==> config.mk <==
export PLATFORM = sky130hd
export DESIGN_NAME = escape_sequence_decoder
export DESIGN_NICKNAME = d
export VERILOG_FILES = /design/src/rtl/esd_pkg.sv /design/src/rtl/escape_sequence_decoder.sv /design/src/rtl/esd_front.sv /design/src/rtl/esd_fifo.sv /design/src/rtl/esd_back.sv
export SDC_FILE = /design/constraint.sdc
export NUM_CORES = 1
export LEC_CHECK = 0
export BUFFER_PORTS_ARGS = -buffer_cell sky130_fd_sc_hd__buf_2
export CAP_MARGIN = 15
export CORE_MARGIN = 1
export CORE_UTILIZATION = 45
export DETAILED_ROUTE_END_ITERATION = 7
export GPL_ROUTABILITY_DRIVEN = 0
export GPL_TIMING_DRIVEN = 0
export PLACE_DENSITY = 0.7
export SLEW_MARGIN = 20
export SYNTH_ARGS = -nofsm -noshare
export SYNTH_HDL_FRONTEND = slang
export SYNTH_SLANG_ARGS = --single-unit
==> constraint.sdc <==
create_clock -name clk_i -period 2.6 [get_ports clk_i]
set_input_delay 0.52 -clock clk_i [delete_from_list [all_inputs] [get_ports clk_i]]
set_output_delay 0.52 -clock clk_i [all_outputs]
set_load 0.01 [all_outputs]
==> src/rtl/esd_pkg.sv <==
// Shared constants and types for the escape sequence decoder.
package esd_pkg;

  // Decoded-result queue between front and back
  localparam int unsigned QDepth = 4;
  localparam int unsigned QPtrW  = $clog2(QDepth);
  localparam int unsigned QCntW  = $clog2(QDepth + 1);

  // Raw characters
  localparam logic [7:0] CharBslash = 8'h5C;
  localparam logic [7:0] CharZero   = 8'h30;
  localparam logic [7:0] CharLowN   = 8'h6E;
  localparam logic [7:0] CharLowB   = 8'h62;
  localparam logic [7:0] CharLowR   = 8'h72;
  localparam logic [7:0] CharLowT   = 8'h74;
  localparam logic [7:0] CharLowF   = 8'h66;
  localparam logic [7:0] CharLowX   = 8'h78;

  // Control codes produced by the letter escapes
  localparam logic [7:0] CodeNewline = 8'h0A;
  localparam logic [7:0] CodeBackspc = 8'h08;
  localparam logic [7:0] CodeReturn  = 8'h0D;
  localparam logic [7:0] CodeTab     = 8'h09;
  localparam logic [7:0] CodeFormFd  = 8'h0C;

  // One queued input outcome: one or two result beats
  typedef struct packed {
    logic       two;
    logic [7:0] data0;
    logic       eos0;
    logic [7:0] data1;
    logic       eos1;
  } esd_entry_t;

endpackage

==> src/rtl/escape_sequence_decoder.sv <==
// Escape sequence decoder: raw string bytes in, decoded bytes out.
//
// Input channel: in_valid_i / in_ready_o carry one raw byte per beat. A zero
// byte ends the current string. Output channel: out_valid_o / out_ready_i
// carry one decoded byte per beat, with end_of_string_o marking the
// terminator and run_last_o marking the last beat caused by an input byte.
// Bytes that only advance the escape state (backslash, digits of a run)
// cause no output beat; a digit run broken by any byte but a backslash causes two.
// Each outcome is written by the front decode into the 4-entry queue and
// is then registered by the back end as the output beat.
// Throughput: one input byte per cycle and one output beat per cycle. A
// two-beat outcome always follows at least two bytes that caused no beat,
// so with a ready receiver the queue never fills and in_ready_o stays high.
// When the receiver stalls, the output beat holds and the queue absorbs
// up to 4 more outcomes before the input is held off.
// Reset puts the decoder in plain text mode with the queue empty.
module escape_sequence_decoder (
  input  logic       clk_i,
  input  logic       rst_ni,
  input  logic       in_valid_i,
  output logic       in_ready_o,
  input  logic [7:0] in_byte_i,
  output logic       out_valid_o,
  input  logic       out_ready_i,
  output logic [7:0] out_byte_o,
  output logic       end_of_string_o,
  output logic       run_last_o
);

  esd_pkg::esd_entry_t       wentry, rentry;
  logic                      push, pop, q_full, q_empty;
  logic [esd_pkg::QCntW-1:0] q_count;

  esd_front u_front (
    .clk_i      (clk_i),
    .rst_ni     (rst_ni),
    .in_valid_i (in_valid_i),
    .in_ready_o (in_ready_o),
    .in_byte_i  (in_byte_i),
    .q_full_i   (q_full),
    .push_o     (push),
    .entry_o    (wentry)
  );

  esd_fifo u_fifo (
    .clk_i   (clk_i),
    .rst_ni  (rst_ni),
    .push_i  (push),
    .wdata_i (wentry),
    .pop_i   (pop),
    .rdata_o (rentry),
    .full_o  (q_full),
    .empty_o (q_empty),
    .count_o (q_count)
  );

  esd_back u_back (
    .clk_i           (clk_i),
    .rst_ni          (rst_ni),
    .entry_i         (rentry),
    .empty_i         (q_empty),
    .pop_o           (pop),
    .out_valid_o     (out_valid_o),
    .out_ready_i     (out_ready_i),
    .out_byte_o      (out_byte_o),
    .end_of_string_o (end_of_string_o),
    .run_last_o      (run_last_o)
  );

  // terminator is always the final beat of its input byte
  a_eos_last: assert property (@(posedge clk_i) disable iff (!rst_ni)
    out_valid_o && end_of_string_o |-> run_last_o)
    else $error("terminator beat without run_last");

  a_eos_zero: assert property (@(posedge clk_i) disable iff (!rst_ni)
    out_valid_o && end_of_string_o |-> out_byte_o == 8'd0)
    else $error("terminator beat with nonzero byte");

  a_hold_full: assert property (@(posedge clk_i) disable iff (!rst_ni)
    !in_ready_o |-> q_count == esd_pkg::QCntW'(esd_pkg::QDepth))
    else $error("input held off while queue has room");

  a_no_push_full: assert property (@(posedge clk_i) disable iff (!rst_ni)
    q_full |-> !push)
    else $error("queue write while full");

endmodule

==> src/rtl/esd_front.sv <==
// Front end: accepts raw bytes, runs the escape state machine, queues outcomes.
module esd_front (
  input  logic                clk_i,
  input  logic                rst_ni,
  input  logic                in_valid_i,
  output logic                in_ready_o,
  input  logic [7:0]          in_byte_i,
  input  logic                q_full_i,
  output logic                push_o,
  output esd_pkg::esd_entry_t entry_o
);

  localparam logic [2:0] ModeNormal = 3'd0;
  localparam logic [2:0] ModeEsc    = 3'd1;
  localparam logic [2:0] ModeZero   = 3'd2;
  localparam logic [2:0] ModeOct    = 3'd3;
  localparam logic [2:0] ModeHex    = 3'd4;

  logic [2:0] mode_q, mode_d;
  logic [7:0] val_q, val_d;
  logic [1:0] cnt_q, cnt_d;

  logic       accept;
  logic [1:0] n_res;
  logic [7:0] c;

  // plain-text handling of the current byte
  logic       p_emit, p_eos;
  logic [2:0] p_mode;

  // digit run helpers
  logic       is_oct;
  logic [7:0] ov_in, onv, hnv;
  logic [1:0] oc_in, onc, hnc;
  logic [4:0] hx;

  function automatic logic [4:0] hex_val(input logic [7:0] ch);
    logic [4:0] r;
    r = 5'd0;
    if (ch inside {[8'h30:8'h39]}) begin
      r = {1'b1, ch[3:0]};
    end else if (ch inside {[8'h61:8'h66], [8'h41:8'h46]}) begin
      r = {1'b1, 4'(ch[3:0] + 4'd9)};
    end
    return r;
  endfunction

  assign c          = in_byte_i;
  assign in_ready_o = !q_full_i;
  assign accept     = in_valid_i && in_ready_o;

  assign p_emit = (c != esd_pkg::CharBslash);
  assign p_eos  = (c == 8'd0);
  assign p_mode = p_emit ? ModeNormal : ModeEsc;

  assign is_oct = c inside {[8'h30:8'h37]};
  // after backslash-zero the run starts with value 0 and one digit taken
  assign ov_in  = (mode_q == ModeZero) ? 8'd0 : val_q;
  assign oc_in  = (mode_q == ModeZero) ? 2'd1 : cnt_q;
  assign onv    = {ov_in[4:0], 3'b000} + {5'd0, c[2:0]};
  assign onc    = oc_in + 2'd1;
  assign hx     = hex_val(c);
  assign hnv    = {val_q[3:0], hx[3:0]};
  assign hnc    = cnt_q + 2'd1;

  always_comb begin
    mode_d        = mode_q;
    val_d         = val_q;
    cnt_d         = cnt_q;
    n_res         = 2'd0;
    entry_o.two   = 1'b0;
    entry_o.data0 = c;
    entry_o.eos0  = 1'b0;
    entry_o.data1 = c;
    entry_o.eos1  = p_eos;

    case (mode_q)
      ModeEsc: begin
        mode_d = ModeNormal;
        val_d  = 8'd0;
        cnt_d  = 2'd0;
        n_res  = 2'd1;
        case (c)
          8'd0:                 entry_o.eos0 = 1'b1;
          esd_pkg::CharLowN:    entry_o.data0 = esd_pkg::CodeNewline;
          esd_pkg::CharLowB:    entry_o.data0 = esd_pkg::CodeBackspc;
          esd_pkg::CharLowR:    entry_o.data0 = esd_pkg::CodeReturn;
          esd_pkg::CharLowT:    entry_o.data0 = esd_pkg::CodeTab;
          esd_pkg::CharLowF:    entry_o.data0 = esd_pkg::CodeFormFd;
          esd_pkg::CharZero: begin
            mode_d = ModeZero;
            val_d  = val_q;
            cnt_d  = cnt_q;
            n_res  = 2'd0;
          end
          esd_pkg::CharLowX: begin
            mode_d = ModeHex;
            n_res  = 2'd0;
          end
          default: begin
            if (is_oct) begin
              mode_d = ModeOct;
              val_d  = {5'd0, c[2:0]};
              cnt_d  = 2'd1;
              n_res  = 2'd0;
            end
          end
        endcase
      end

      ModeZero, ModeOct: begin
        if (mode_q == ModeZero && c == esd_pkg::CharLowX) begin
          mode_d = ModeHex;
          val_d  = 8'd0;
          cnt_d  = 2'd0;
        end else if (is_oct) begin
          if (onc == 2'd3) begin
            n_res         = 2'd1;
            entry_o.data0 = onv;
            mode_d        = ModeNormal;
            val_d         = 8'd0;
            cnt_d         = 2'd0;
          end else begin
            mode_d = ModeOct;
            val_d  = onv;
            cnt_d  = onc;
          end
        end else begin
          // non-digit ends the run: flush value, then treat byte as text
          entry_o.data0 = ov_in;
          entry_o.two   = p_emit;
          n_res         = p_emit ? 2'd2 : 2'd1;
          mode_d        = p_mode;
          val_d         = 8'd0;
          cnt_d         = 2'd0;
        end
      end

      ModeHex: begin
        if (hx[4]) begin
          if (hnc >= 2'd2) begin
            n_res         = 2'd1;
            entry_o.data0 = hnv;
            mode_d        = ModeNormal;
            val_d         = 8'd0;
            cnt_d         = 2'd0;
          end else begin
            val_d = hnv;
            cnt_d = hnc;
          end
        end else begin
          entry_o.data0 = val_q;
          entry_o.two   = p_emit;
          n_res         = p_emit ? 2'd2 : 2'd1;
          mode_d        = p_mode;
          val_d         = 8'd0;
          cnt_d         = 2'd0;
        end
      end

      default: begin
        mode_d       = p_mode;
        val_d        = 8'd0;
        cnt_d        = 2'd0;
        n_res        = p_emit ? 2'd1 : 2'd0;
        entry_o.eos0 = p_eos;
      end
    endcase
  end

  assign push_o = accept && (n_res != 2'd0);

  always_ff @(posedge clk_i or negedge rst_ni) begin
    if (!rst_ni) begin
      mode_q <= ModeNormal;
      val_q  <= 8'd0;
      cnt_q  <= 2'd0;
    end else if (accept) begin
      mode_q <= mode_d;
      val_q  <= val_d;
      cnt_q  <= cnt_d;
    end
  end

endmodule

==> src/rtl/esd_fifo.sv <==
// Small queue of decoded outcomes between the front and back ends.
module esd_fifo (
  input  logic                       clk_i,
  input  logic                       rst_ni,
  input  logic                       push_i,
  input  esd_pkg::esd_entry_t        wdata_i,
  input  logic                       pop_i,
  output esd_pkg::esd_entry_t        rdata_o,
  output logic                       full_o,
  output logic                       empty_o,
  output logic [esd_pkg::QCntW-1:0]  count_o
);

  localparam logic [esd_pkg::QPtrW-1:0] LastIdx = esd_pkg::QPtrW'(esd_pkg::QDepth - 1);

  esd_pkg::esd_entry_t mem_q [esd_pkg::QDepth];

  logic [esd_pkg::QPtrW-1:0] wptr_q, rptr_q;
  logic [esd_pkg::QCntW-1:0] cnt_q;
  logic                      do_push, do_pop;

  assign full_o  = (cnt_q == esd_pkg::QCntW'(esd_pkg::QDepth));
  assign empty_o = (cnt_q == '0);
  assign count_o = cnt_q;
  assign rdata_o = mem_q[rptr_q];
  assign do_push = push_i && !full_o;
  assign do_pop  = pop_i && !empty_o;

  always_ff @(posedge clk_i) begin
    if (do_push) begin
      mem_q[wptr_q] <= wdata_i;
    end
  end

  always_ff @(posedge clk_i or negedge rst_ni) begin
    if (!rst_ni) begin
      wptr_q <= '0;
      rptr_q <= '0;
      cnt_q  <= '0;
    end else begin
      if (do_push) begin
        wptr_q <= (wptr_q == LastIdx) ? '0 : wptr_q + 1'b1;
      end
      if (do_pop) begin
        rptr_q <= (rptr_q == LastIdx) ? '0 : rptr_q + 1'b1;
      end
      if (do_push && !do_pop) begin
        cnt_q <= cnt_q + 1'b1;
      end else if (do_pop && !do_push) begin
        cnt_q <= cnt_q - 1'b1;
      end
    end
  end

endmodule

==> src/rtl/esd_back.sv <==
// Back end: drains queued outcomes into a registered output, one beat per cycle while the receiver is ready.
module esd_back (
  input  logic                clk_i,
  input  logic                rst_ni,
  input  esd_pkg::esd_entry_t entry_i,
  input  logic                empty_i,
  output logic                pop_o,
  output logic                out_valid_o,
  input  logic                out_ready_i,
  output logic [7:0]          out_byte_o,
  output logic                end_of_string_o,
  output logic                run_last_o
);

  logic       valid_q;
  logic [7:0] data_q;
  logic       eos_q, last_q;
  logic       second_q;  // first beat of a two-beat entry already sent
  logic       load, take;

  assign load  = !valid_q || out_ready_i;
  assign take  = load && !empty_i;
  assign pop_o = take && (second_q || !entry_i.two);

  always_ff @(posedge clk_i or negedge rst_ni) begin
    if (!rst_ni) begin
      valid_q  <= 1'b0;
      second_q <= 1'b0;
    end else if (load) begin
      valid_q <= !empty_i;
      if (take) begin
        second_q <= entry_i.two && !second_q;
      end
    end
  end

  always_ff @(posedge clk_i) begin
    if (take) begin
      data_q <= second_q ? entry_i.data1 : entry_i.data0;
      eos_q  <= second_q ? entry_i.eos1 : entry_i.eos0;
      last_q <= second_q || !entry_i.two;
    end
  end

  assign out_valid_o     = valid_q;
  assign out_byte_o      = data_q;
  assign end_of_string_o = eos_q;
  assign run_last_o      = last_q;

endmodule
# Word-level counts from Yosys, hierarchy flattened
# Memory sizes are Yosys's and may differ from the RTL's.
# Cells that the tools add are included.
# Widths: inputs -> output; s select.
# totals
regBits	32
ramBits	76
output_inout_bits	12
word_cells	141
mem_count	1
# op_classes
n_addsub	8
order_cmp	8
n_eq_ne	18
muxes	59
reduce_logical	36
# memory_table
memory	depth	word_bits	read_ports	rd_ports_with_merged_regs	write_ports	line_no	source
u_fifo.mem_q	4	19	1	0	1	esd_fifo.sv:16	esd_pkg::esd_entry_t mem_q [esd_pkg::QDepth];
# ops
op	count
$mux 8	11
$eq 8x7->1 const B	6
$pmux 8 s3	2
$pmux 8 s5	1
$mux 2	14
$mux 3	7
$pmux 3 s3	2
$ge 8x7->1 const B	2
$le 8x6->1 const B	2
$le 8x7->1 const B	2
$pmux 8 s2	1
$logic_and 1x1->1	14
$mux 1	12
$pmux 2 s3	2
$mux 5	2
$mux 9	1
$add 2x1->2 const B	4
$add 8x3->8	1
$eq 8x6->1 const B	1
$ge 8x6->1 const B	1
$logic_not 8->1	1
$ne 8x7->1 const B	1
$logic_not 1->1	7
$reduce_or 7->1	1
19 further kinds	31

# Longest topological paths before layout
# Gate-level depths: netlist of run 1.
# depth
word_depth	15
mapped_depth	15
mapped_depth_nobuf	14

# By module
# Synthesis of run 1 repeated with hierarchy kept, for this count alone.
# hier_totals
cells_unflattened	408
hier_area_um2	5694.2
# modules_own_cells
module	instances	cells_per_inst	area_per_inst_um2
esd_fifo	1	136	3190.6
esd_front	1	242	1959.4
esd_back	1	30	544.3

# Worst setup path before layout of run 1
# Ideal clock, no wire load.
# synth_path
path_kind	input -> register
startpoint	input port in_byte_i[1]
endpoint	memory u_fifo.mem_q[0][0] (netlist name), enable pin
t_arrival_ps	3300
t_required_ps	2203
path_slack_ps	-1096
stages	9
path_buffers	1
path_cell_list	clkbuf_1 > inv_1 > ha_1 > or4b_1 > o2111a_1 > nor3_4 > nor2_1 > o32a_4 > nor2b_1
# synth_via
elab_chain_len	12
word_cells_on_any_way	39
# synth_rtl
item	line_no	source
from (decl)	escape_sequence_decoder.sv:22	input logic [7:0] in_byte_i,
$ge 8x7->1 / $le 8x7->1 (equally long branches)	esd_front.sv:42	end else if (ch inside {[8'h61:8'h66], [8'h41:8'h46]}) begin
$logic_and 1x1->1	esd_front.sv:42	
$reduce_bool 2->1	esd_front.sv:42	
$mux 5	esd_front.sv:42	
$mux 5	esd_front.sv:40	if (ch inside {[8'h30:8'h39]}) begin
$mux 2	esd_front.sv:140	if (hx[4]) begin
$pmux 2 s3 *	esd_front.sv:77	case (mode_q)
$reduce_bool 2->1 *	esd_front.sv:171	assign push_o = accept && (n_res != 2'd0);
$logic_and 1x1->1 *	esd_front.sv:171	
$logic_and 1x1->1 *	esd_fifo.sv:26	assign do_push = push_i && !full_o;
$mux 1 *	esd_fifo.sv:30	if (do_push) begin
$mux 1 (not written as such) *	esd_fifo.sv:31	mem_q[wptr_q] <= wdata_i;
to (decl)	esd_fifo.sv:16	
# Every way passes the cells marked *; elsewhere a longest branch is shown, timed or not.

# Worst setup path after layout of run 1
# layout_path
startpoint	input port in_byte_i[1]
endpoint	register u_fifo.cnt_q, in the netlist u_fifo.count_o[2]
# layout_via
elab_chain_len	13
word_cells_on_any_way	42
# layout_rtl
item	line_no	source
$ge 8x7->1 / $le 8x7->1 (equally long branches)	esd_front.sv:42	
$logic_and 1x1->1	esd_front.sv:42	
$reduce_bool 2->1	esd_front.sv:42	
$mux 5	esd_front.sv:42	
$mux 5	esd_front.sv:40	
$mux 2	esd_front.sv:140	
$pmux 2 s3 *	esd_front.sv:77	
$reduce_bool 2->1 *	esd_front.sv:171	
$logic_and 1x1->1 *	esd_front.sv:171	
$logic_and 1x1->1 *	esd_fifo.sv:26	
net u_fifo.do_push	esd_fifo.sv:20	logic do_push, do_pop;
$logic_not 1->1	esd_fifo.sv:49	end else if (do_pop && !do_push) begin
$logic_and 1x1->1	esd_fifo.sv:49	
$reduce_bool 2->1 (no line)	--	
to (signal assigned)	esd_fifo.sv:48	cnt_q <= cnt_q + 1'b1;
to (signal assigned)	esd_fifo.sv:50	cnt_q <= cnt_q - 1'b1;
to (decl)	esd_fifo.sv:19	logic [esd_pkg::QCntW-1:0] cnt_q;
# Mark *: on every way through the listed nets, which the timed path passes. The rest lies on a longest branch.
# A chain may end at the register's enable or synchronous reset.

==> results of run 1 <==
routing by layer:
layer | vias up | wire (um) | GRT usage
li1 | 1735 | - | -
met1 | 1944 | 5456 | 0.2740
met2 | 178 | 6334 | 0.3470
met3 | 47 | 692 | 0.03186
met4 | 0 | 423 | 0.08978
met5 | - | 0 | 0
how the worst max path moves through the flow:
stage / startpoint / to / slack (ns)
2_1_floorplan: in_byte_i[1] / u_fifo.count_o[2]$_DFFE_PN0P_ / -0.66
3_3_place_gp: in_byte_i[0] / u_fifo.mem_q[0][1]$_DFFE_PP_ / -1.33
3_5_place_dp: in_byte_i[1] / u_fifo.mem_q[0][1]$_DFFE_PP_ / -1.41
4_1_cts: in_byte_i[1] / u_fifo.count_o[2]$_DFFE_PN0P_ / -0.34
5_1_grt: in_byte_i[1] / u_fifo.count_o[2]$_DFFE_PN0P_ / -0.44
6_report: in_byte_i[1] / u_fifo.count_o[2]$_DFFE_PN0P_ / -0.36
timing repair:
action	4_1_cts	5_1_grt
buffers inserted	21	7
pin swaps	14	13
hold buffers	0	0
setup endpoints to repair	105	113
resized for setup	28	23
kinds of logic (layout without fill, tap and decap cells):
| group | Yosys count | count (layout) | synth area share |
|---|---|---|---|
| and+or+nand+nor | 115 | 115 | 0.1152 |
| DFF | 108 | 108 | 0.5747 |
| AOI/OAI and AO/OA | 94 | 94 | 0.1143 |
| muxes | 43 | 43 | 0.1281 |
| buffers and inverters | 37 | 101 | 0.02594 |
| adders and majority gates | 12 | 12 | 0.02892 |
| xor gates and xnor gates | 8 | 8 | 0.01285 |
flip-flops by register name, indices dropped and copies added, names as in the netlist, 2 cells and up:
signal / cells
u_fifo.mem_q: 76
u_back.out_byte_o: 8
u_front.val_q: 8
u_fifo.count_o: 3
u_front.mode_q: 3
u_fifo.rptr_q: 2
u_fifo.wptr_q: 2
u_front.cnt_q: 2
power by group through the flow:
stage	registers (mW)	clock network, mW	logic (mW)
after global placement	2.61	0	1.74
after CTS	2.60	1.37	2.01
after detailed placement	2.64	0	1.79
final	2.61	1.35	2.04
after floorplan	2.62	0	1.29
after global routing	2.65	1.43	2.20
final cells by class:
cell class / count / area (um2) / share of cell area
repair buffers: 51 / 432.9 / 0.06554
well taps: 143 / 178.9 / 0.02709
clock buffers: 9 / 225.2 / 0.03410
clock inverters: 7 / 75.07 / 0.01137
flip-flops and latches: 108 / 3133 / 0.4743
inverters: 13 / 68.82 / 0.01042
plain buffers: 21 / 127.6 / 0.01932
multi-input cells: 272 / 2364 / 0.3578
critical path: cells and delay by family:
| family | cells | cell delay, ns |
|---|---|---|
| buffers and inverters | 5 | 0.35 |
| XOR/XNOR | 2 | 0.29 |
| adder cells (fa/ha/maj) | 3 | 0.60 |
| AO/OA/AOI/OAI | 2 | 0.56 |
| AND/OR/NAND/NOR | 4 | 0.88 |
synthesized netlist by cell type (5+ instances only):
master	instances	area [um2]
a21oi_1	19	95.09
o21ai_0	27	135.1
and3_1	5	31.28
a22oi_1	6	45.04
dfrtp_1	22	550.5
xnor2_1	5	43.79
nand2_1	24	90.09
mux4_2	19	427.9
inv_1	13	48.80
clkbuf_1	21	78.83
mux2_2	16	180.2
mux2i_1	6	60.06
nor3_1	11	55.05
edfxtp_1	86	2582
nand3_1	9	45.04
o21a_1	5	37.54
nor2_1	27	101.4
nor2b_1	8	50.05
ha_1	11	137.6
==> metrics.md, run 1 <==
| Metric | Value |
|---|---|
| Layout Cells excl Fill | `624` |
| Initial antenna violation count | `0` |
| DRC viols | `2` |
| Clock Latency Late Sink | `0.35 ns` |
| CTS tree | `yes` |
| Dpl cells | `583` |
| Ys async rst share | `0.2037` |
| Diode count | `0` |
| Setup TNS Final | `-5.408 ns` |
| Synthesis-to-finish area growth | `21.16%` |
| Remaining antenna violation count | `0` |
| Worst R2R Start | `u_front.mode_q[1]$_DFFE_PN0P_` |
| Initial drt markers | `489` |
| NumNets Final | `500` |
| Worst Path Arrival | `3.22 ns` |
| NetSw | `1.897 mW` |
| Gr ovfl total | `0` |
| Syn_area_per_cell | `13.07 um2` |
| Reg2reg end | `u_fifo.count_o[2]$_DFFE_PN0P_` |
| HPWL Detailed | `8.253 mm` |
| Core Rows | `39` |
| Largest net degree at the start of global routing | `23` |
| Post-route cell area | `0.006605 mm2` |
| DRT Pass-1 Iters | `8` |
| Most common cell after layout, fill and taps aside | `edfxtp_1` |
| Number of synthesized register bits | `108` |
| Max VDD drop | `0.4133 mV` |
| Clock Skew | `0.01094 ns` |
| Final min period | `2.956 ns` |
| H-tree depth | `3` |
| Initial Utilization | `0.4694` |
| Post-synth cell types | `64` |
| Syn Nets | `441` |
| Die ar. | `0.01256 mm2` |
| Via-per-instance ratio | `6.256` |
| Worst hold slack | `0.1385 ns` |
| Slew at the pin with the worst max-slew slack | `0.8755 ns` |
| Seq pwr share | `0.435` |
| Leakage power | `2.344 nW` |
| Hold Path Class | `in -> async` |
| Mapped cell area | `0.005451 mm2` |
| Status | `finished with violations` |
| Fillcell total | `907` |
| R2R Setup Slk | `-0.10 ns` |
| CTS Buffer Depth | `2` |
| Fin crit share | `1.137` |
| RSZ-0062 raised after global routing | `yes` |
| Layout cell share with drive strength beyond 1 | `0.3139` |
| Yosys warns | `0` |
| FMAX | `0.3382 GHz` |
| Port Buffers | `23` |
| Routed WL per cell | `20.68 um` |
| Violated checks | `design-rule violations, negative setup slack` |
| Clk root buf | `clkbuf_16` |
| Core box area | `0.01161 mm2` |
| Ys flop type | `edfxtp_1` |
| Die Ht | `112.1 um` |
| Chip width | `112.1 um` |
| Clk pin slew, worst setup/hold paths | `0.08 ns` |
| IO Pins | `24` |
| Number of buffers created by CTS | `9` |
| Max Cap Violations | `0` |
| Final worst slack | `-0.3564 ns` |
| Fin util | `0.5687` |
| Seq/Total Area, Yosys | `0.5747` |
| Post-place instance area | `0.005852 mm2` |
| Setup CP Type | `in -> reg` |
| Final setup viols | `92` |
| Crit-path cells | `buf_12, clkbuf_16, clkinv_8, ha_4, or4b_1, o2111a_2, nor3_4, nor2_2, o32a_4, inv_4, ha_4, inv_2, fa_2, xor2_1, nor2_1, xor2_1` |
| Worst Setup Start Kind | `primary input` |
| P_int | `4.095 mW` |
| Final hold vios | `0` |
| Number of synthesized flops with an enable pin | `86` |
| Power Density | `907.1 mW/mm2` |
| Max stage delay on crit path | `0.46 ns` |
| Sw frac | `0.3165` |
| Critical Path RT | `2.86 ns` |
| Crit path max fanout | `3` |
| Clock sink total | `108` |
| Max_slew headroom | `0.4164` |
| Most frequent cells in the layout | `edfxtp_1, nand2_1, nor2_1, o21ai_0, dfrtp_1` |
| Reg2Reg Depth | `13` |
| Final Power | `5.992 mW` |
| CP max stage cell | `or4b_1` |
| Combinational share of power | `0.340` |
| Number of global-route vias before repair | `3,729` |
| Clock power share | `0.225` |
| Global-route wire length before repair | `19.80 mm` |
| Worst setup EP type | `register` |
| Post-Synthesis Cells | `417` |
| Final WL | `12.91 mm` |
| Gr usage total | `0.2085` |
| Final Slew Violations | `0` |
| Via count | `3,904` |
| Pre-CTS WS | `-1.413 ns` |
No activity file was read; power rests on OpenSTA's default activity.
==> run 2, diff against run 1 <==
--- a/config.mk
+++ b/config.mk
@@ -11,7 +11,6 @@
 export CORE_UTILIZATION = 45
 export DETAILED_ROUTE_END_ITERATION = 7
 export GPL_ROUTABILITY_DRIVEN = 0
-export GPL_TIMING_DRIVEN = 0
 export PLACE_DENSITY = 0.7
 export SLEW_MARGIN = 20
 export SYNTH_ARGS = -nofsm -noshare
==> run 2 against run 1 <==
The run still ends with design-rule violations, negative setup slack left. Non-clock buffer count increased by 41. Routed wire length increased by 2.6%. Die area unchanged. Clock-buffer cell count increased by 1. Fmax increased by 5.8%. Critical path type unchanged. Largest power group unchanged.
==> metrics.md, run 2 (same netlist as run 1, synthesis figures left out) <==
| Metric | Value |
|---|---|
| Max reg flops | `76` |
| Setup CP Type | `in -> reg` |
| Setup TNS Final | `-9.522 ns` |
| Register Area | `0.003133 mm2` |
| RSZ-0062 raised after global routing | `yes` |
| Clk root buf | `clkbuf_16` |
| Routed WL per cell | `19.91 um` |
| IO Pins | `24` |
| Number of buffers created by CTS | `9` |
| Final hold vios | `0` |
| Via count | `4,016` |
| Hold Path Class | `in -> async` |
| Number of global-route vias before repair | `4,003` |
| Gr usage total | `0.2105` |
| Fin crit share | `1.075` |
| Clock Skew | `0.007722 ns` |
| Diode count | `0` |
| Combinational share of power | `0.355` |
| FMAX | `0.3578 GHz` |
| Remaining antenna violation count | `0` |
| Critical Path RT | `2.83 ns` |
| H-tree depth | `3` |
| Chip width | `112.1 um` |
| Core box area | `0.01161 mm2` |
| DRC viols | `2` |
| Worst Setup Start Kind | `primary input` |
| Seq pwr share | `0.422` |
| Max VDD drop | `0.4397 mV` |
| Global-route wire length before repair | `20.20 mm` |
| Die ar. | `0.01256 mm2` |
| Most common cell after layout, fill and taps aside | `edfxtp_1` |
| Final min period | `2.795 ns` |
| Worst hold slack | `0.1371 ns` |
| DRT Pass-1 Iters | `8` |
| Clock sink total | `108` |
| Layout Cells excl Fill | `665` |
| HPWL Detailed | `8.795 mm` |
| NetSw | `1.857 mW` |
| Worst setup EP type | `register` |
| Synthesis-to-finish area growth | `27.15%` |
| Max_slew headroom | `0.6043` |
| Sw frac | `0.3015` |
| Clock power share | `0.224` |
| Violated checks | `design-rule violations, negative setup slack` |
| Initial drt markers | `393` |
| Core Rows | `39` |
| Final WL | `13.24 mm` |
| Fillcell total | `893` |
| Most frequent cells in the layout | `edfxtp_1, buf_4, o21ai_0` |
| CTS Buffer Depth | `2` |
| Final worst slack | `-0.1948 ns` |
| Worst Path Arrival | `3.03 ns` |
| Via-per-instance ratio | `6.039` |
| Port Buffers | `23` |
| Clk pin slew, worst setup/hold paths | `0.07 ns` |
| Slew at the pin with the worst max-slew slack | `0.5936 ns` |
| Dpl cells | `635` |
| Initial antenna violation count | `0` |
| Leakage power | `2.598 nW` |
| Layout cell share with drive strength beyond 1 | `0.3755` |
| Status | `finished with violations` |
| Final Slew Violations | `0` |
| Area taken by multi-input logic gates | `0.002287 mm2` |
| Top reg by flops | `u_fifo.mem_q` |
| Initial Utilization | `0.4694` |
| NumNets Final | `541` |
| Gr ovfl total | `0` |
| Crit path max fanout | `14` |
| Max Cap Violations | `0` |
| Largest net degree at the start of global routing | `23` |
| CTS tree | `yes` |
| Final setup viols | `78` |
| Die Ht | `112.1 um` |
| Power Density | `888.5 mW/mm2` |
| P_int | `4.302 mW` |
| Clock Latency Late Sink | `0.34 ns` |
==> run 2: layout make-up <==
type	instances	area share
clock inverter	6	0.01029
inverter	13	0.008845
sequential	108	0.4520
clock buffer	10	0.03303
timing repair buffer	113	0.1401
tap	143	0.02581
multi-input combinational	272	0.3300
==> run 2: metal layers <==
metal | up-vias | part of all wire | global-route usage | wire (um)
li1 | 1821 | - | - | -
met1 | 1935 | 0.41 | 0.2632 | 5461
met2 | 199 | 0.49 | 0.3540 | 6437
met3 | 61 | 0.060 | 0.03780 | 800
met4 | 0 | 0.041 | 0.1058 | 539
met5 | - | 0 | 0 | 0
==> run 2: critical path: stages <==
cell and delay, ns:
buf_2 0.09, buf_4 0.12, buf_4 0.19, nand4b_1 0.22
nor2_1 0.20, o21ai_0 0.17, a211oi_2 0.34, o32a_4 0.24
inv_4 0.03, ha_4 0.15, inv_2 0.05, fa_2 0.42
mux2_4 0.28
==> run 2: metrics by stage <==
step	instance area [um2]	power (mW)	worst slack, ns	utilization
5_1_grt	6932	6.457	-0.3654	0.5969
4_1_cts	6673	5.973	-0.2000	0.5746
6_report	6932	6.159	-0.1948	0.5969
3_5_place_dp	6335	4.571	-0.7061	0.5455
2_1_floorplan	5554	3.902	-0.6584	-
3_3_place_gp	6335	4.475	-0.6421	0.5455
==> run 2: final timing paths <==
kind                                               start                              to  slack [ns]  cells after the start
hold / removal                                    rst_ni    u_front.cnt_q[1]$_DFFE_PN0P_        0.14                      1
hold reg to reg            u_fifo.count_o[2]$_DFFE_PN0P_   u_fifo.count_o[2]$_DFFE_PN0P_        0.50                      1
setup / recovery                            in_byte_i[3]   u_fifo.count_o[1]$_DFFE_PN0P_       -0.19                     13
max in group asynchronous                         rst_ni    u_front.val_q[4]$_DFFE_PN0P_        2.12                      1
setup reg to reg            u_front.cnt_q[1]$_DFFE_PN0P_   u_fifo.count_o[1]$_DFFE_PN0P_       -0.02                     10
min in group clk_i                           out_ready_i  u_back.out_valid_o$_DFFE_PN0N_        0.36                      2
==> run 2: power by group through the flow <==
stage               sequential (mW)  clock [mW]  combinational [mW]
floorplan                      2.62           0                1.29
global placement               2.60           0                1.88
detailed placement             2.63           0                1.94
CTS                            2.59        1.40                1.98
global route                   2.64        1.46                2.36
finish                         2.60        1.38                2.18
==> run 2: timing repair <==
action                                  CTS  global route
endpoints found under the setup margin   82           102
gates resized for setup                   7            17
gates cloned                              0             9
pin swaps                                 6             1
setup buffers                             2             3
hold buffers                              0             0
==> run 3, diff against run 2 <==
--- a/config.mk
+++ b/config.mk
@@ -8,10 +8,11 @@
 export BUFFER_PORTS_ARGS = -buffer_cell sky130_fd_sc_hd__buf_2
 export CAP_MARGIN = 15
 export CORE_MARGIN = 1
-export CORE_UTILIZATION = 45
+export CORE_UTILIZATION = 35
 export DETAILED_ROUTE_END_ITERATION = 7
 export GPL_ROUTABILITY_DRIVEN = 0
-export PLACE_DENSITY = 0.7
+export PLACE_DENSITY = 0.58
+export RECOVER_POWER = 25
 export SLEW_MARGIN = 20
 export SYNTH_ARGS = -nofsm -noshare
 export SYNTH_HDL_FRONTEND = slang
==> run 3 against run 2 <==
The flow finishes with violations (negative setup slack). Worst setup slack improved by 0.049 ns. Final area fell by 2.6%. Critical path depth rose by 2. Non-clock buffer count fell by 12. Flip-flop and latch count did not move. Highest routed layer unchanged.
==> metrics.md, run 3 (same netlist as run 1, synthesis figures left out) <==
| Metric | Value |
|---|---|
| Status | `finished with violations` |
| Violated checks | `negative setup slack` |
| Remaining antenna violation count | `0` |
| Worst setup path start | `in_byte_i[1]` |
| Clk root buf | `clkbuf_16` |
| Worst R2R Start | `u_front.cnt_q[1]$_DFFE_PN0P_` |
| Power Density | `868.8 mW/mm2` |
| Die Ht | `126.8 um` |
| Initial drt markers | `322` |
| Clock Latency Late Sink | `0.35 ns` |
| Max reg flops | `76` |
| Slew at the pin with the worst max-slew slack | `1.265 ns` |
| Max_slew headroom | `0.1564` |
| H-tree depth | `3` |
| Hold Path Class | `in -> reg` |
| Fin crit share | `1.056` |
| Worst setup EP type | `register` |
| Routed WL per cell | `18.77 um` |
| Most frequent cells in the layout | `edfxtp_1, buf_4, nor2_1` |
| CTS tree | `yes` |
| Diode count | `0` |
| DRT Pass-1 Iters | `4` |
| Initial antenna violation count | `0` |
| Fillcell total | `1,390` |
| Final setup viols | `2` |
| Number of buffers created by CTS | `9` |
| Post-place instance area | `0.006376 mm2` |
| RSZ-0062 raised after global routing | `yes` |
| Final hold vios | `0` |
| Clock sink total | `108` |
| Met2 WL | `6.563 mm` |
| Hold path start | `out_ready_i` |
| Final Slew Violations | `0` |
| CTS Buffer Depth | `2` |
| NumNets Final | `529` |
| Final WL | `13.10 mm` |
| FMAX | `0.3643 GHz` |
| Gr usage total | `0.1747` |
| Leakage power | `2.481 nW` |
| Largest net degree at the start of global routing | `23` |
| Via-per-instance ratio | `5.446` |
| Core Rows | `45` |
| Synthesis-to-finish area growth | `23.89%` |
| Initial Utilization | `0.3586` |
| Core box area | `0.01520 mm2` |
| Post-route cell area | `0.006754 mm2` |
| Max Cap Violations | `0` |
| Top reg by flops | `u_fifo.mem_q` |
| Crit path max fanout | `3` |
| Layout cell share with drive strength beyond 1 | `0.3588` |
| Final worst slack | `-0.1453 ns` |
| Pre-CTS WS | `-0.6708 ns` |
| Critical Path RT | `2.88 ns` |
| Gr ovfl total | `0` |
| Most common cell after layout, fill and taps aside | `edfxtp_1` |
| Chip width | `126.8 um` |
| Final min period | `2.745 ns` |
| Port Buffers | `23` |
| Die ar. | `0.01608 mm2` |
| HPWL Detailed | `9.200 mm` |
| Via count | `3,801` |
| Metal-1 WL | `5.644 mm` |
| IO Pins | `24` |
| Number of global-route vias before repair | `3,909` |
| DRC viols | `0` |
| Global-route wire length before repair | `21.11 mm` |
| Worst Setup Start Kind | `primary input` |
| Clock Skew | `0.008486 ns` |
| Setup CP Type | `in -> reg` |
| Clk pin slew, worst setup/hold paths | `0.07 ns` |
| Max VDD drop | `0.4069 mV` |
| WL met3 | `500 um` |
| Worst Path Arrival | `3.02 ns` |
| Uppermost routed layer | `met4` |
[run 3: cell types whose count changed in the layout (fill, tap and decap cells not counted), sizes merged]
cell,before,now
bufinv,1,0
clkinvlp,1,2
clkbuf,15,11
buf,108,99
clkinv,2,3
[run 3: path summary, 6_finish.rpt]
check,endpoint,slack (ns),cells after the start
max,u_fifo.count_o[2]$_DFFE_PN0P_,-0.15,15
min,u_back.out_valid_o$_DFFE_PN0N_,0.35,2
max reg2reg,u_fifo.count_o[1]$_DFFE_PN0P_,0.16,10
min reg2reg,u_fifo.count_o[2]$_DFFE_PN0P_,0.50,1
max in group asynchronous,u_fifo.rptr_q[0]$_DFFE_PN0P_,1.43,1
min in group asynchronous,u_front.cnt_q[0]$_DFFE_PN0P_,0.42,1
[run 3: repair_timing]
item                       CTS  global route
gates resized for setup      7            11
setup endpoints to repair   94            22
setup buffers                3             1
pin swaps                    8             2
hold buffers                 0             0
[run 3: worst max-delay path: stages]
cell      delay (ns)
buf_8           0.09
inv_8           0.04
ha_4            0.14
or4b_1          0.52
o2111a_2        0.17
nor3_4          0.19
nor2_2          0.06
o32a_4          0.31
inv_2           0.06
ha_4            0.12
inv_2           0.03
fa_2            0.32
xor2_1          0.15
nor2_1          0.13
xor2_1          0.17
[run 3: stage by stage]
step	util	std cells	TNS [ns]	hold slack, ns	total power, mW
floorplan	-	417	-43.86	0.2244	3.902
global placement	0.4194	678	-40.25	0.4809	4.508
detailed placement	0.4194	678	-44.06	0.4874	4.561
CTS	0.4419	697	-0.2257	0.1483	5.945
global route	0.4443	698	-0.3678	0.3650	6.217
finish	0.4443	698	-0.2429	0.3511	5.868
[run 3: cell type report]
cell class | count | area [um2] | share of cell area
multi-input cells | 272 | 2266 | 0.3355
flip-flops and latches | 108 | 3133 | 0.4639
inverters | 13 | 58.81 | 0.008707
clock inverters | 7 | 71.32 | 0.01056
repair buffers | 101 | 764.5 | 0.1132
clock buffers | 9 | 225.2 | 0.03335
well taps | 188 | 235.2 | 0.03483
[run 3: routing by layer]
layer / up-vias / GRT usage
met2: 85 / 0.2957
met4: 0 / 0.09104
met3: 28 / 0.03205
met1: 1895 / 0.2130
li1: 1793 / -
met5: - / 0
[run 3: power breakdown]
part / total, mW / internal, mW / leakage [nW] / switching (mW)
logic: 1.94 / 0.998 / 1.27 / 0.943
clock network: 1.34 / 0.675 / 0.138 / 0.665
registers: 2.59 / 2.38 / 1.07 / 0.210
total: 5.87 / 4.05 / 2.48 / 1.82
